`config.mk`:
```
export PLATFORM = sky130hd
export DESIGN_NAME = attitude_pid_motor_mixer
export DESIGN_NICKNAME = d
export VERILOG_FILES = /design/src/rtl/apmm_pkg.sv /design/src/rtl/apmm_mul.sv /design/src/rtl/attitude_pid_motor_mixer.sv
export SDC_FILE = /design/constraint.sdc
export NUM_CORES = 2
export LEC_CHECK = 0
export ABC_AREA = 0
export BUFFER_PORTS_ARGS = -buffer_cell sky130_fd_sc_hd__buf_2
export CORE_UTILIZATION = 60
export CTS_BUF_LIST = sky130_fd_sc_hd__clkbuf_2
export DETAILED_ROUTE_END_ITERATION = 7
export PLACE_DENSITY_LB_ADDON = 0.12
export SLEW_MARGIN = 20
export SYNTH_ARGS = -nofsm -noshare
export SYNTH_HDL_FRONTEND = slang
export SYNTH_SLANG_ARGS = --single-unit
```
`constraint.sdc`:
```
create_clock -name clk -period 9.2 [get_ports clk]
set_input_delay 1.38 -clock clk [delete_from_list [all_inputs] [get_ports clk]]
set_output_delay 1.38 -clock clk [all_outputs]
set_load 0.03 [all_outputs]
```
`src/rtl/apmm_pkg.sv`:
```
package apmm_pkg;

  localparam int unsigned GAIN_W   = 16;
  localparam int unsigned GAIN_REG_W = 3 * GAIN_W;
  localparam int unsigned LIMIT_W  = 31;
  localparam int unsigned CFG_W    = GAIN_REG_W;
  localparam int unsigned IN_W     = 18;
  localparam int unsigned ERR_W    = IN_W + 1;
  localparam int unsigned DT_W     = 16;
  localparam int unsigned THR_W    = 13;
  localparam int unsigned Q12_W    = 32;
  localparam int unsigned MUL_A_W  = GAIN_W + 1;
  localparam int unsigned MUL_B_W  = Q12_W;
  localparam int unsigned MUL_P_W  = MUL_A_W + MUL_B_W;
  localparam int unsigned ACC_W    = MUL_P_W + 2;

  localparam logic signed [ERR_W-1:0] Q12_PI     = 19'sd12868;
  localparam logic signed [ERR_W-1:0] Q12_TWO_PI = 19'sd25736;
  localparam logic [THR_W-1:0]        MOTOR_FULL = 13'd4096;
  localparam logic [LIMIT_W-1:0]      LIMIT_RESET = 31'd102400;

  localparam logic KIND_AXIS = 1'b0;
  localparam logic KIND_MIX  = 1'b1;

  typedef enum logic [1:0] {
    AXIS_ROLL  = 2'd0,
    AXIS_PITCH = 2'd1,
    AXIS_YAW   = 2'd2,
    AXIS_NONE  = 2'd3
  } apmm_axis_t;

  typedef enum logic [1:0] {
    REG_KP    = 2'd0,
    REG_KI    = 2'd1,
    REG_KD    = 2'd2,
    REG_LIMIT = 2'd3
  } apmm_reg_t;

  typedef enum logic [2:0] {
    S_IDLE,
    S_EDT,
    S_INT,
    S_PI,
    S_PD,
    S_SUM,
    S_MIX
  } apmm_state_t;

endpackage

```
`src/rtl/apmm_mul.sv`:
```
module apmm_mul (
  input  logic                                 clk,
  input  logic signed [apmm_pkg::MUL_A_W-1:0]  a,
  input  logic signed [apmm_pkg::MUL_B_W-1:0]  b,
  output logic signed [apmm_pkg::MUL_P_W-1:0]  p_r
);
  import apmm_pkg::*;

  always_ff @(posedge clk) begin
    p_r <= MUL_P_W'(a) * MUL_P_W'(b);
  end

endmodule

```
`src/rtl/attitude_pid_motor_mixer.sv`:
```
// channel | handshake            | payload
// in      | in_valid / in_ready  | kind, axis, setpoint, angle, rate, time_step,
//         |                      | hold_integral, yaw_angle_mode, throttle
// out     | out_valid / out_ready| pid_output, motor_front..motor_fourth
// cfg     | cfg_wr_en            | cfg_index, cfg_data
//
// Axis beat: one registered 17x32 multiplier is used four times (error*dt, P, I,
// D terms) over S_EDT, S_INT, S_PI, S_PD, S_SUM. Mix and invalid-axis beats: S_MIX.
// Result sits in an output register; the next beat is taken while it waits,
// the sequencer only holds in its final step if that register is still full.
// rst_n (sync, low) clears control, gains, limit (to 25.0) and both stores.
module attitude_pid_motor_mixer (
  input  logic                               clk,
  input  logic                               rst_n,
  input  logic                               in_valid,
  output logic                               in_ready,
  input  logic                               in_kind,
  input  logic [1:0]                         in_axis,
  input  logic signed [apmm_pkg::IN_W-1:0]   in_setpoint,
  input  logic signed [apmm_pkg::IN_W-1:0]   in_angle,
  input  logic signed [apmm_pkg::IN_W-1:0]   in_rate,
  input  logic [apmm_pkg::DT_W-1:0]          in_time_step,
  input  logic                               in_hold_integral,
  input  logic                               in_yaw_angle_mode,
  input  logic [apmm_pkg::THR_W-1:0]         in_throttle,
  output logic                               out_valid,
  input  logic                               out_ready,
  output logic signed [apmm_pkg::Q12_W-1:0]  out_pid_output,
  output logic [apmm_pkg::THR_W-1:0]         out_motor_front,
  output logic [apmm_pkg::THR_W-1:0]         out_motor_second,
  output logic [apmm_pkg::THR_W-1:0]         out_motor_third,
  output logic [apmm_pkg::THR_W-1:0]         out_motor_fourth,
  input  logic                               cfg_wr_en,
  input  logic [1:0]                         cfg_index,
  input  logic [apmm_pkg::CFG_W-1:0]         cfg_data
);
  import apmm_pkg::*;

  function automatic logic [THR_W-1:0] motor_clamp(input logic signed [Q12_W+2:0] v);
    logic [THR_W-1:0] m;
    if (v < 0) begin
      m = '0;
    end else if (v > $signed({22'd0, MOTOR_FULL})) begin
      m = MOTOR_FULL;
    end else begin
      m = v[THR_W-1:0];
    end
    return m;
  endfunction

  apmm_state_t state_r, state_nxt;

  logic [GAIN_REG_W-1:0] kp_r, ki_r, kd_r;
  logic [LIMIT_W-1:0]    limit_r;

  logic signed [Q12_W-1:0] integ_store_r [3];
  logic signed [Q12_W-1:0] out_store_r   [3];

  logic [1:0]              axis_r;
  logic                    kind_r;
  logic                    hold_r;
  logic                    rate_mode_r;
  logic signed [ERR_W-1:0] err_r, err_nxt;
  logic signed [IN_W-1:0]  rate_r;
  logic [DT_W-1:0]         dt_r;
  logic [THR_W-1:0]        thr_r;
  logic signed [Q12_W-1:0] integ_r, integ_nxt;
  logic signed [ACC_W-1:0] acc_r;

  logic                    out_valid_r;
  logic signed [Q12_W-1:0] pid_r, pid_nxt;
  logic [THR_W-1:0]        m0_r, m1_r, m2_r, m3_r;
  logic [THR_W-1:0]        m0_nxt, m1_nxt, m2_nxt, m3_nxt;

  logic                    accept;
  logic                    out_free;
  logic                    out_load;
  logic                    mix_load;

  logic signed [MUL_A_W-1:0] mul_a;
  logic signed [MUL_B_W-1:0] mul_b;
  logic signed [MUL_P_W-1:0] prod;

  logic [GAIN_W-1:0]       kp_g, ki_g, kd_g;
  logic signed [ERR_W-1:0] err_raw;
  logic signed [19:0]      ed;
  logic signed [Q12_W+1:0] integ_sum, lim_pos, lim_neg;
  logic signed [ACC_W-1:0] acc_fin;
  logic signed [ACC_W-9:0] acc_sh;
  logic signed [Q12_W+2:0] thr_x, r_x, p_x, y_x;

  apmm_mul u_mul (
    .clk (clk),
    .a   (mul_a),
    .b   (mul_b),
    .p_r (prod)
  );

  assign accept   = in_valid && in_ready;
  assign out_free = !out_valid_r || out_ready;

  always_comb begin
    case (axis_r)
      AXIS_ROLL: begin
        kp_g = kp_r[GAIN_W-1:0];
        ki_g = ki_r[GAIN_W-1:0];
        kd_g = kd_r[GAIN_W-1:0];
      end
      AXIS_PITCH: begin
        kp_g = kp_r[2*GAIN_W-1:GAIN_W];
        ki_g = ki_r[2*GAIN_W-1:GAIN_W];
        kd_g = kd_r[2*GAIN_W-1:GAIN_W];
      end
      default: begin
        kp_g = kp_r[3*GAIN_W-1:2*GAIN_W];
        ki_g = ki_r[3*GAIN_W-1:2*GAIN_W];
        kd_g = kd_r[3*GAIN_W-1:2*GAIN_W];
      end
    endcase
  end

  // error at accept, with the single pi wrap on yaw angle mode
  always_comb begin
    if (in_axis == AXIS_YAW && !in_yaw_angle_mode) begin
      err_raw = ERR_W'(in_setpoint) - ERR_W'(in_rate);
      err_nxt = err_raw;
    end else begin
      err_raw = ERR_W'(in_setpoint) - ERR_W'(in_angle);
      if (in_axis == AXIS_YAW && err_raw <= -Q12_PI) begin
        err_nxt = err_raw + Q12_TWO_PI;
      end else if (in_axis == AXIS_YAW && err_raw > Q12_PI) begin
        err_nxt = err_raw - Q12_TWO_PI;
      end else begin
        err_nxt = err_raw;
      end
    end
  end

  // integrator update from err*dt, floor of Q.28 >> 16
  always_comb begin
    ed        = prod[35:16];
    integ_sum = (Q12_W+2)'(integ_store_r[axis_r]) + (Q12_W+2)'(ed);
    lim_pos   = $signed({3'b000, limit_r});
    lim_neg   = -lim_pos;
    if (hold_r) begin
      integ_nxt = '0;
    end else if (integ_sum > lim_pos) begin
      integ_nxt = lim_pos[Q12_W-1:0];
    end else if (integ_sum < lim_neg) begin
      integ_nxt = lim_neg[Q12_W-1:0];
    end else begin
      integ_nxt = integ_sum[Q12_W-1:0];
    end
  end

  // final sum, floor >> 8, saturate to 32 bits
  always_comb begin
    acc_fin = acc_r - ACC_W'(prod);
    acc_sh  = acc_fin[ACC_W-1:8];
    if (acc_sh[ACC_W-9:Q12_W-1] != {(ACC_W-8-Q12_W+1){acc_sh[ACC_W-9]}}) begin
      pid_nxt = acc_sh[ACC_W-9] ? {1'b1, {(Q12_W-1){1'b0}}} : {1'b0, {(Q12_W-1){1'b1}}};
    end else begin
      pid_nxt = acc_sh[Q12_W-1:0];
    end
  end

  always_comb begin
    thr_x  = $signed({22'd0, thr_r});
    r_x    = (Q12_W+3)'(out_store_r[AXIS_ROLL]);
    p_x    = (Q12_W+3)'(out_store_r[AXIS_PITCH]);
    y_x    = (Q12_W+3)'(out_store_r[AXIS_YAW]);
    m0_nxt = motor_clamp(thr_x + p_x + r_x - y_x);
    m1_nxt = motor_clamp(thr_x + p_x - r_x + y_x);
    m2_nxt = motor_clamp(thr_x - p_x - r_x - y_x);
    m3_nxt = motor_clamp(thr_x - p_x + r_x + y_x);
  end

  // next state
  always_comb begin
    state_nxt = state_r;
    case (state_r)
      S_IDLE: begin
        if (accept) begin
          if (in_kind == KIND_MIX || in_axis == AXIS_NONE) begin
            state_nxt = S_MIX;
          end else begin
            state_nxt = S_EDT;
          end
        end
      end
      S_EDT:   state_nxt = S_INT;
      S_INT:   state_nxt = S_PI;
      S_PI:    state_nxt = S_PD;
      S_PD:    state_nxt = S_SUM;
      S_SUM:   state_nxt = out_free ? S_IDLE : S_SUM;
      S_MIX:   state_nxt = out_free ? S_IDLE : S_MIX;
      default: state_nxt = S_IDLE;
    endcase
  end

  // sequencer outputs: multiplier operands and load strobes
  always_comb begin
    in_ready = 1'b0;
    out_load = 1'b0;
    mix_load = 1'b0;
    mul_a    = '0;
    mul_b    = '0;
    case (state_r)
      S_IDLE: begin
        in_ready = 1'b1;
      end
      S_EDT: begin
        mul_a = $signed({1'b0, dt_r});
        mul_b = MUL_B_W'(err_r);
      end
      S_INT: begin
        mul_a = $signed({1'b0, rate_mode_r ? kd_g : kp_g});
        mul_b = MUL_B_W'(err_r);
      end
      S_PI: begin
        mul_a = $signed({1'b0, ki_g});
        mul_b = integ_r;
      end
      S_PD: begin
        mul_a = $signed({1'b0, kd_g});
        mul_b = rate_mode_r ? '0 : MUL_B_W'(rate_r);
      end
      S_SUM: begin
        // keep the D product in place while the output register is full
        mul_a    = $signed({1'b0, kd_g});
        mul_b    = rate_mode_r ? '0 : MUL_B_W'(rate_r);
        out_load = out_free;
      end
      S_MIX: begin
        out_load = out_free;
        mix_load = out_free;
      end
      default: begin
        in_ready = 1'b0;
      end
    endcase
  end

  always_ff @(posedge clk) begin
    if (!rst_n) begin
      state_r <= S_IDLE;
    end else begin
      state_r <= state_nxt;
    end
  end

  always_ff @(posedge clk) begin
    if (!rst_n) begin
      kp_r    <= '0;
      ki_r    <= '0;
      kd_r    <= '0;
      limit_r <= LIMIT_RESET;
    end else if (cfg_wr_en) begin
      case (cfg_index)
        REG_KP:    kp_r    <= cfg_data;
        REG_KI:    ki_r    <= cfg_data;
        REG_KD:    kd_r    <= cfg_data;
        REG_LIMIT: limit_r <= cfg_data[LIMIT_W-1:0];
        default:   limit_r <= limit_r;
      endcase
    end
  end

  always_ff @(posedge clk) begin
    if (accept) begin
      kind_r      <= in_kind;
      axis_r      <= in_axis;
      hold_r      <= in_hold_integral;
      rate_mode_r <= (in_axis == AXIS_YAW) && !in_yaw_angle_mode;
      err_r       <= err_nxt;
      rate_r      <= in_rate;
      dt_r        <= in_time_step;
      thr_r       <= in_throttle;
    end
    if (state_r == S_INT) begin
      integ_r <= integ_nxt;
    end
    if (state_r == S_PI) begin
      acc_r <= ACC_W'(prod);
    end else if (state_r == S_PD) begin
      acc_r <= acc_r + ACC_W'(prod);
    end
  end

  always_ff @(posedge clk) begin
    if (!rst_n) begin
      for (int i = 0; i < 3; i++) begin
        integ_store_r[i] <= '0;
        out_store_r[i]   <= '0;
      end
    end else begin
      if (state_r == S_INT) begin
        integ_store_r[axis_r] <= integ_nxt;
      end
      if (state_r == S_SUM && out_free) begin
        out_store_r[axis_r] <= pid_nxt;
      end
    end
  end

  always_ff @(posedge clk) begin
    if (!rst_n) begin
      out_valid_r <= 1'b0;
    end else if (out_load) begin
      out_valid_r <= 1'b1;
    end else if (out_ready) begin
      out_valid_r <= 1'b0;
    end
  end

  always_ff @(posedge clk) begin
    if (out_load) begin
      if (mix_load && kind_r == KIND_MIX) begin
        pid_r <= '0;
        m0_r  <= m0_nxt;
        m1_r  <= m1_nxt;
        m2_r  <= m2_nxt;
        m3_r  <= m3_nxt;
      end else begin
        pid_r <= mix_load ? '0 : pid_nxt;
        m0_r  <= '0;
        m1_r  <= '0;
        m2_r  <= '0;
        m3_r  <= '0;
      end
    end
  end

  assign out_valid        = out_valid_r;
  assign out_pid_output   = pid_r;
  assign out_motor_front  = m0_r;
  assign out_motor_second = m1_r;
  assign out_motor_third  = m2_r;
  assign out_motor_fourth = m3_r;

endmodule

```
# Yosys cells after proc, flatten, opt, wreduce, memory -nomap -nowiden
# Memories as Yosys holds them, arrays and structs flattened. A register that Yosys moved wholly into a read port is not among the register bits.
# Index checks and enable logic that the tools add are counted.
# Widths: inputs -> output; s select.
# word_totals
mem_bits_rw	192
mem_count	2
ff_bits	466
# memory_table
memory	depth	word_bits	read_ports	rd_ports_with_merged_regs	wr	line_no	text
integ_store_r	3	32	1	1	3	attitude_pid_motor_mixer.sv:56	logic signed [Q12_W-1:0] integ_store_r [3];
out_store_r	3	32	3	0	3	attitude_pid_motor_mixer.sv:57	logic signed [Q12_W-1:0] out_store_r [3];
# op_classes
n_mul	1
n_lt_le_gt_ge	12
addsub	18
reduce_logical	33
muxes	45
n_eq_ne	14
n_bitwise	1
# ops
op	count
$mux 32	8
$gt 35x14->1 const B	4
$lt 35x1->1 const B	4
$mux 51	2
$pmux 16 s2	3
$pmux 32 s3	1
$add 34x32->35	2
$sub 34x32->35	2
$add 33x32->34	2
$sub 33x32->34	2
$pmux 16 s4	1
$reduce_or 32->1	2
$mux 19	3
$mux 13	4
$add 51x49->51	1
$sub 51x49->51	1
$mul 17x32->49	1
$sub 18x18->19	2
$lt 33x34->1	1
$neg 31->34	1
$add 14x32->33	1
$add 32x20->33	1
$gt 33x32->1	1
$sub 14x32->33	1
26 further kinds	73

# Logic depth before layout (Yosys ltp)
# logic_depth
word_depth	8
mapped_depth	37

# By module
# Synthesis repeated with hierarchy kept, for this count alone.
# hier_totals
cells_unflattened	7924
hier_area_um2	70855.5
# by_module_without_submodules
module	seq_area_each_um2	area_each_um2	n_inst	cells_each
attitude_pid_motor_mixer	17496.8	51080.2	1	5764
apmm_mul	980.9	19775.2	1	2160

# Worst setup path after synthesis
# OpenSTA, ideal clock, no wires.
# synth_path
kind	flip-flop to flip-flop
from	reg state_r[1]
to	reg u_mul.p_r[46] (netlist bit)
required_time_ps	9135
synth_period_minus_slack_ps	9190
path_buffers	3
setup_time_ps	65
stages_incl_launch_ff	30
path_slack_ps	10
arrival_time_ps	9124
path_cell_list	dfxtp_1 -> nor3b_1 -> clkbuf_1 -> nand2_1 -> nand3_1 -> clkbuf_1 -> clkbuf_1 -> nand2_1 -> fa_1 -> inv_1 -> fa_1 -> fa_1 -> fa_1 -> fa_1 -> inv_1 -> fa_1 -> inv_1 -> ha_1 -> a211o_1 -> a21oi_1 -> a21oi_1 -> a221o_1 -> a41oi_1 -> o31ai_1 -> o211ai_1 -> a31oi_1 -> a211oi_1 -> o21ai_0 -> or4b_1 -> nand4b_1
# synth_between
elab_chain_len	4
word_cells_on_any_way	10
classes_between	mul: 1; eq/ne: 5; mux: 2; reduce/logical: 2
# synth_lines
item	line_no	text
from (decl)	attitude_pid_motor_mixer.sv:51	apmm_state_t state_r, state_nxt;
from (signal assigned)	attitude_pid_motor_mixer.sv:248	state_r <= state_nxt;
$eq 3x3->1, or another cell as far along	attitude_pid_motor_mixer.sv:208	case (state_r)
$reduce_or 2->1 (no line)	--	
$pmux 16 s4 or $pmux 32 s3 (tied branches)	attitude_pid_motor_mixer.sv:208	
$mul 17x32->49 *	apmm_mul.sv:10	p_r <= MUL_P_W'(a) * MUL_P_W'(b);
to (signal assigned)	apmm_mul.sv:10	
to (decl)	apmm_mul.sv:5	output logic signed [apmm_pkg::MUL_P_W-1:0] p_r
# Every way passes the cells marked *; elsewhere a longest branch is shown, timed or not.
# A chain may end at the register's enable or synchronous reset.

# Final worst setup path
# layout_path
from	reg axis_r[0]
to	reg u_mul.p_r[45] (netlist bit)
# layout_between
elab_chain_len	5
word_cells_on_any_way	8
classes_between	mul: 1; eq/ne: 1; mux: 5; reduce/logical: 1
# layout_lines
item	line_no	text
from (decl)	attitude_pid_motor_mixer.sv:59	logic [1:0] axis_r;
from (signal assigned)	attitude_pid_motor_mixer.sv:272	axis_r <= in_axis;
$eq 2x1->1 or $logic_not 2->1 (tied branches)	attitude_pid_motor_mixer.sv:103	case (axis_r)
$pmux 16 s2	attitude_pid_motor_mixer.sv:103	
$mux 16	attitude_pid_motor_mixer.sv:217	mul_a = $signed({1'b0, rate_mode_r ? kd_g : kp_g});
$pmux 16 s4 *	attitude_pid_motor_mixer.sv:208	
$mul 17x32->49 *	apmm_mul.sv:10	
# Marked as above.

==> results.toml <==
[status]
status = "finished, final reports clean"

[timing]
worst_margin_slew_ps = 1290
clock-skew-final_ps = 202
setup-violations-final = 0
max-slew-margin-rel = 0.134
clock.fmax_mhz = 114
timing.final.crit_share = 0.951
timing_max_transition_violations_final = 0
tns_ps = 0
final_period_minus_worst_setup_slack_ps = 8750
final-hold-violation-count = 0
final_critical_path_setup_slack_ps = 454

[critical_path]
minimum_setup_slack_among_reg_to_reg_paths_ps = 450
reg2regPathDepth = 33
slowest_delay_ps = 540
cp-start-kind = "register"
cp.arrival_ps = 10130
worstSetupPathType = "register to register"
worstPathMaxFanout = 24
regToRegStartpoint = "axis_r[0]$_DFFE_PP_"
cp_common_cell = "sky130_fd_sc_hd__fa_1"
cp_data_required_time_ps = 10590
endpoint_kind = "register"
r2r-end = "u_mul.p_r[45]$_DFF_P_"
worstSetupEndpoint = "u_mul.p_r[45]$_DFF_P_"
cp-startpoint = "axis_r[0]$_DFFE_PP_"
timing.critical_path.slowest_stage_cell = "sky130_fd_sc_hd__fa_1"

[die]
core-area_um2 = 115000
ios = 229
die_width_um = 344
die_area_um2 = 118000
num_rows = 124
dieHeight_um = 344
floorplan.initialDensity = 0.609

[place]
detailed_place_hpwl_mm = 172
placed_area_um2 = 72900
place_congestion = 1.00
placement_setup_slack_ps = 585
place.port_buffers = 228

[synthesis]
yosysMostFrequentCell = "sky130_fd_sc_hd__nand2_1"
synth_top_area_share = 0.198
synth_async_sr_flop_share = 0
netlist_top_cells_count = "sky130_fd_sc_hd__nand2_1, sky130_fd_sc_hd__inv_1, sky130_fd_sc_hd__nor2_1"
avgSynthCellArea_um2 = 8.85
synth_warn = 0
yosysTopAreaCell = "sky130_fd_sc_hd__edfxtp_1"
yosys_register_bits = 692
synth_edf_count = 462
synth-main-ff-cell = "sky130_fd_sc_hd__edfxtp_1"
sequential_cell_area_fraction_in_the_yosys_report = 0.264
synthesis.instances = 7915
synth.cell_area_um2 = 70000
netlist-cell-type-count = 93
synth_fp_nets = 9202
synthTopCellsByArea = "sky130_fd_sc_hd__edfxtp_1, sky130_fd_sc_hd__fa_1, sky130_fd_sc_hd__ha_1, sky130_fd_sc_hd__dfxtp_1, sky130_fd_sc_hd__nand2_1"

[detailed_routing]
route.antenna.remaining_nets = 0
drt_drc_violations_left = 0
first_pass_iters = 8
route.detailed.wl_per_inst_um = 22.2
initialDrtViolationCount = 5015
detailroute.via_count = 59200
total_wirelength_mm = 219
routed_via_density = 5.99

[grt]
groute.usage.overall = 0.374
grt_start_max_net_pins = 113
via_count_of_the_first_global_routing_pass = 59700
overflow = 0
grt_antenna_before_repair = 11
grt_first_pass_wirelength_mm = 337

[finish]
finish.net_count = 9492
area_added_between_synthesis_and_finish_pct = 8.27
final_util = 0.660
postLayoutCellArea_um2 = 75800
seqCellArea_um2 = 18500
multiInputGateArea_um2 = 46500
post_route_cells_drive_above_1_share = 0.0963
final.fill_count = 9751

[min_path]
worstHoldPathType = "primary input to register"

[clock_network]
cts_root_buffer = "sky130_fd_sc_hd__clkbuf_2"
clk_pin_slew_worst_paths_ps = 110
post_cts.repair.setup_buffers = 0
clk-insertion-delay-late_ps = 1700
clock_path_buffers = 3
cts.sinks = 692
cts_tree = "built"
htree_levels = 4
tritoncts.num_buffers = 187

[pwr]
cellLeakagePower_uw = 0.0335
max_ir_drop_vdd_v = 0.000134
post-layout-total-power_uw = 18100
power.density_cell_area_nw_per_um2 = 239

[flow_run]
max-cap-violations = 0
==> worst min-delay path by stage <==
stage,from,cells past startpoint,to
after global placement,ki_r[8]$_SDFFE_PN0P_,2,ki_r[8]$_SDFFE_PN0P_
after detailed placement,ki_r[8]$_SDFFE_PN0P_,2,ki_r[8]$_SDFFE_PN0P_
after global routing,rst_n,2,limit_r[12]$_SDFFE_PN1P_
after floorplan,kd_r[0]$_SDFFE_PN0P_,2,kd_r[0]$_SDFFE_PN0P_
after CTS,rst_n,2,limit_r[16]$_SDFFE_PN1P_
final,rst_n,2,limit_r[16]$_SDFFE_PN1P_
==> power breakdown <==
part / internal, µW / switching [µW] / total [µW]
sequential: 3910 / 374 / 4290
combinational: 3850 / 7520 / 11400
clock: 961 / 1500 / 2460
==> layout make-up <==
type / count / area share
antenna: 11 / 0.000363
clock buffer: 263 / 0.0174
clock inverter: 77 / 0.00736
inverter: 1034 / 0.0512
multi-input combinational: 5830 / 0.613
sequential: 692 / 0.244
tap: 1512 / 0.0249
timing repair buffer: 460 / 0.0424
==> worst max-delay path: cells and delay by family, from the launching register on <==
kind                       cells  cell delay [ps]
DFF                            1              420
xor gates and xnor gates       1              150
adders and majority gates      7             3380
AOI/OAI and AO/OA             12             2700
and+or+nand+nor                5              700
muxes                          1              200
buffers and inverters          7              880
==> per-stage QoR <==
stage	instances	hold slack, ps
2_1_floorplan	7915	443
3_3_place_gp	9429	451
3_5_place_dp	9429	458
4_1_cts	9867	8.35
5_1_grt	9871	66.3
6_report	9879	155
==> what timing repair did <==
| action | 4_1_cts | 5_1_grt |
|---|---|---|
| endpoints found under the setup margin | 0 | 6 |
| hold endpoints to repair | 203 | 0 |
| hold buffers | 98 | 0 |
| gates resized for setup | 0 | 5 |
==> logic make-up after synthesis <==
family,count (synthesis),synth area share
AND/OR/NAND/NOR,2482,0.158
AO/OA/AOI/OAI,1714,0.161
buffers and inverters,1393,0.0756
adder cells (fa/ha/maj),1144,0.272
flip-flops,692,0.264
XOR/XNOR,357,0.0446
multiplexers,133,0.0253
==> flip-flops by register name, indices dropped and copies added, names as in the netlist, 16 cells and up, named ones only <==
register / flops
dt_r: 16
ki_r: 48
err_r: 19
kd_r: 48
u_mul.p_r: 49
kp_r: 48
integ_r: 32
out_store_r: 96
out_pid_output: 32
limit_r: 31
acc_r: 51
integ_store_r: 128
rate_r: 18
==> per-layer routing <==
layer | routed length (µm) | GRT usage | up-vias
li1 | - | - | 27400
met1 | 86100 | 0.466 | 28600
met2 | 102000 | 0.607 | 2565
met3 | 17000 | 0.0673 | 603
met4 | 14300 | 0.224 | 12
met5 | 69 | 0 | -
==> cell usage in the layout (no fill, tap or decap), types with 46 or more instances in the layout <==
cell type                       count
sky130_fd_sc_hd__nand2_1         1043
sky130_fd_sc_hd__inv_1           1033
sky130_fd_sc_hd__nor2_1           694
sky130_fd_sc_hd__fa_1             628
sky130_fd_sc_hd__ha_1             516
sky130_fd_sc_hd__edfxtp_1         462
sky130_fd_sc_hd__a21oi_1          393
sky130_fd_sc_hd__o21ai_0          339
sky130_fd_sc_hd__clkbuf_2         263
sky130_fd_sc_hd__xnor2_1          249
sky130_fd_sc_hd__dfxtp_1          229
sky130_fd_sc_hd__buf_2            227
sky130_fd_sc_hd__a21boi_0         184
sky130_fd_sc_hd__a21o_1           176
sky130_fd_sc_hd__nor3_1           131
sky130_fd_sc_hd__buf_4            129
sky130_fd_sc_hd__xor2_1           108
sky130_fd_sc_hd__o31ai_1          105
sky130_fd_sc_hd__nand3_1          103
sky130_fd_sc_hd__dlygate4sd3_1     98
sky130_fd_sc_hd__nand2b_1          75
sky130_fd_sc_hd__mux2i_1           71
sky130_fd_sc_hd__nand4_1           64
sky130_fd_sc_hd__nor2b_1           63
sky130_fd_sc_hd__o21bai_1          59
sky130_fd_sc_hd__a31oi_1           57
sky130_fd_sc_hd__o21a_1            55
sky130_fd_sc_hd__nor4_1            53
sky130_fd_sc_hd__a211oi_1          46
(Power assumes the default switching activity.)
